### config.mk
export PLATFORM = sky130hd
export DESIGN_NAME = rmq_fifo
export DESIGN_NICKNAME = d
export VERILOG_FILES = /design/src/hdl/rmq_pkg.sv /design/src/hdl/rmq_fifo.sv
export SDC_FILE = /design/constraint.sdc
export NUM_CORES = 1
export LEC_CHECK = 0
export BUFFER_PORTS_ARGS = -buffer_cell sky130_fd_sc_hd__buf_2
export CELL_PAD_IN_SITES_DETAIL_PLACEMENT = 2
export CELL_PAD_IN_SITES_GLOBAL_PLACEMENT = 2
export CORE_UTILIZATION = 37
export CTS_BUF_LIST = sky130_fd_sc_hd__clkbuf_4 sky130_fd_sc_hd__clkbuf_8
export DETAILED_ROUTE_END_ITERATION = 16
export PLACE_DENSITY = 0.82
export SLEW_MARGIN = 10
export SYNTH_ARGS = -nofsm -noshare
export SYNTH_HDL_FRONTEND = slang
export SYNTH_SLANG_ARGS = --single-unit
### constraint.sdc
create_clock -name clk_i -period 1.91 [get_ports clk_i]
set_input_delay 0.191 -clock clk_i [delete_from_list [all_inputs] [get_ports clk_i]]
set_output_delay 0.191 -clock clk_i [all_outputs]
set_load 0.02 [all_outputs]
### src/hdl/rmq_pkg.sv
// types, constants and width helpers for the rotation matrix to quaternion core
`timescale 1ns / 1ps

package rmq_pkg;

  localparam int DATA_WIDTH_DEF = 16;
  localparam int FRAC_BITS_DEF  = 14;
  localparam int QUEUE_DEPTH    = 2;

  // the largest normalized magnitude sits in [2^29, 2^30)
  localparam int NORM_W = 30;
  localparam int SQ_W   = 2 * NORM_W;
  localparam int SUM_W  = SQ_W + 2;
  localparam int ROOT_W = SUM_W / 2;
  localparam int REM_W  = ROOT_W + 3;
  localparam int RND_W  = ROOT_W + 1;

  typedef enum logic [1:0] {
    BR_X,
    BR_Y,
    BR_Z,
    BR_W
  } branch_e;

  // signed width that holds one plus three matrix entries
  function automatic int vec_w(input int dw, input int fb);
    return ((dw > fb + 2) ? dw : fb + 2) + 2;
  endfunction

endpackage

### src/hdl/rmq_fifo.sv
// short queue between front end and back end
`timescale 1ns / 1ps

module rmq_fifo #(
  parameter int Width = 8,
  parameter int Depth = rmq_pkg::QUEUE_DEPTH
) (
  input  logic             clk_i,
  input  logic             rst_ni,
  input  logic             wr_valid_i,
  output logic             wr_ready_o,
  input  logic [Width-1:0] wr_data_i,
  output logic             rd_valid_o,
  input  logic             rd_ready_i,
  output logic [Width-1:0] rd_data_o
);
  localparam int PW = $clog2(Depth);

  logic [Width-1:0] mem_q [Depth];
  logic [PW-1:0]    wr_ptr_q, rd_ptr_q;
  logic [PW:0]      cnt_q;
  logic             push, pop;

  assign wr_ready_o = cnt_q != (PW+1)'(Depth);
  assign rd_valid_o = cnt_q != '0;
  assign rd_data_o  = mem_q[rd_ptr_q];
  assign push       = wr_valid_i && wr_ready_o;
  assign pop        = rd_valid_o && rd_ready_i;

  always_ff @(posedge clk_i or negedge rst_ni) begin
    if (!rst_ni) begin
      wr_ptr_q <= '0;
      rd_ptr_q <= '0;
      cnt_q    <= '0;
    end else begin
      if (push) begin
        wr_ptr_q <= (wr_ptr_q == PW'(Depth - 1)) ? '0 : wr_ptr_q + 1'b1;
      end
      if (pop) begin
        rd_ptr_q <= (rd_ptr_q == PW'(Depth - 1)) ? '0 : rd_ptr_q + 1'b1;
      end
      if (push && !pop) begin
        cnt_q <= cnt_q + 1'b1;
      end else if (pop && !push) begin
        cnt_q <= cnt_q - 1'b1;
      end
    end
  end

  always_ff @(posedge clk_i) begin
    if (push) begin
      mem_q[wr_ptr_q] <= wr_data_i;
    end
  end

endmodule

==> run metrics <==
initial antenna violation count 0; synth-to-layout area growth 22.6%; Post-Layout Cell Count 96; GP Congestion 0.682; global-route wire length before repair 1900 um; total power 0.00146 W; CP max-delay cell dfrtp_1; nets@finish 83; ANT nets after route 0; die height 48.1 um; CTS Buffer Depth 2; # rows 16; RSZ-0062 raised after global routing false; R2R Setup Slk 470 ps; Ant. Diodes 0; later-pin clock latency in the skew report 280 ps; top cell type's share of synthesized area 61.0%; crit end category output port; Arrival @ worst endpoint 1430 ps; Critical Path Sink rd_data_o[6]; status completed; Post-Synthesis Cells 43; gr usage total 12.7%; final wirelength 1270 um; total of warnings raised by yosys 0; hold crit path type in2reg; clock tree sinks 20; # setup viols final 0; core region area 0.00198 mm^2; number of synthesized flops with an enable pin 16; pwr dens 1520 mW/mm^2; CTS buffer count 3; Hold Fails Final Rpt 0; IO buf count 21; post-synth design cell area 787 um^2; Post-CTS Resized 0; Starting Density 39.7%; crit-path cells mux2_2 -> buf_2; Final Hold Slack 87.1 ps; worst reg2reg startpoint cnt_q[0]$_DFFE_PN0P_; count leader, synth edfxtp_1; register bit total from synthesis 20; sequential area share after synthesis 73.8%; H-tree depth 1; Slowest Stage Delay on Critical Path 590 ps; Pleak 0.393 nW; Crit. Startpoint rd_ptr_q$_DFFE_PN0P_; vias in the first global route 432; largest net degree at the start of global routing 12; R2R depth 7; WP depth 2; Worst Tran Pin Value 392 ps; routed length per instance 13.2 um; Post-CTS Setup Inserts 0; leading area contributor after synthesis edfxtp_1; relative slew slack 73.9%; Starting DRT DRC Count 1; Die X 48.1 um; cts hold-fix bufs 1; highest clock rate 0.618 GHz; DP HPWL 1000 um; DRC 0; kind of cell adding the most delay to the critical path flip-flops; Die ar. 0.00232 mm^2; CTS tree done; Clock transition at path regs 100 ps; share of layout cells above drive strength 1 52.2%; Area contributors post-synth edfxtp_1 (61%), dfrtp_1 (13%), mux2_2 (11%), xnor2_1 (3.3%), xor2_1 (2.2%); r2r endpoint cnt_q[1]$_DFFE_PN0P_; placed cell count 91; max-cap viol count 0; Avg Synthesized Cell Area 18.3 um^2; min cycle time layout 1620 ps; total iterations of the first detailed-routing run 2; clock root cell clkbuf_4; routed via count 422; I/O Pins 22; Fin Setup TNS 0 ps; Max Slew Vio Count 0; CP required 1720 ps; final clock skew 1.79 ps; Main synth FF type edfxtp_1; buffers plus inverters on the worst setup path 1; Max VDD drop 0.000648 V; overflow left after global routing 0; Cell variety after synth 14; CP max FO 9; Synth Net Count 56; Synth async-reset ratio 20.0%; Synth top cells by count edfxtp_1 (16), mux2_2 (8), dfrtp_1 (4), xnor2_1 (3); Critical Path Start Type flip-flop; Worst Setup Path Type reg2out; Tcrit/Tclk final 84.7%; Hold Startpoint wr_data_i[6]; vias per cell 4.40
cell usage in the layout (no fill, tap or decap), types with 2 or more instances in the layout:
cell / n
buf_2: 21
clkbuf_4: 3
dfrtp_1: 4
edfxtp_1: 16
mux2_2: 8
nor2_1: 2
xnor2_1: 3
xor2_1: 2
through the flow:
| step | area (um^2) | util [%] | setup WS, ps |
|---|---|---|---|
| global placement | 928 | 46.8 | 530 |
| floorplan | 787 | - | 495 |
| global route | 965 | 48.7 | 226 |
| finish | 965 | 48.7 | 293 |
| CTS | 965 | 48.7 | 248 |
| detailed placement | 928 | 46.8 | 483 |
final cells by class:
class                           instances  area, um^2
Clock inverter                          1        3.75
Clock buffer                            3        22.5
Multi-Input combinational cell         21         198
Tap cell                               27        33.8
Sequential cell                        20         581
Timing Repair Buffer                   23         123
Inverter                                1        3.75
Fill cell                             186        1020
where the power goes:
group	internal [W]	switching (W)	total, W
Combinational	0.000267	0.000305	0.000572
Sequential	0.000609	0.0000937	0.000703
Clock	0.0000758	0.000114	0.000190
worst min-delay path by stage:
stage,endpoint,slack (ps),cells past startpoint
2_1_floorplan,cnt_q[0]$_DFFE_PN0P_,-100,0
3_3_place_gp,cnt_q[1]$_DFFE_PN0P_,5,1
3_5_place_dp,cnt_q[1]$_DFFE_PN0P_,8,1
4_1_cts,mem_q[1][6]$_DFFE_PP_,80,1
5_1_grt,mem_q[1][2]$_DFFE_PP_,70,1
6_report,mem_q[1][6]$_DFFE_PP_,90,1
kinds of logic after synthesis:
family / count (synthesis) / share of synthesized area [%]
mux: 8 / 11.4
xor+xnor: 5 / 5.57
fa+ha+maj: 1 / 1.59
simple gates: 7 / 6.52
flops: 20 / 73.8
buf+inv: 2 / 1.11
sequential cells by signal (all words and copies together) (netlist names):
name      flops
mem_q        16
cnt_q         2
rd_ptr_q      1
wr_ptr_q      1
layer usage:
layer / part of all wire, % / vias to the layer above / routed length, um / GRT usage, %
li1: - / 205 / - / -
met5: 0 / - / 0 / 0
met2: 51 / 12 / 646 / 20.5
met1: 45 / 205 / 575 / 16.1
met3: 3.7 / 0 / 47 / 3.70
met4: 0 / 0 / 0 / 5.00
(Power assumes the default switching activity.)
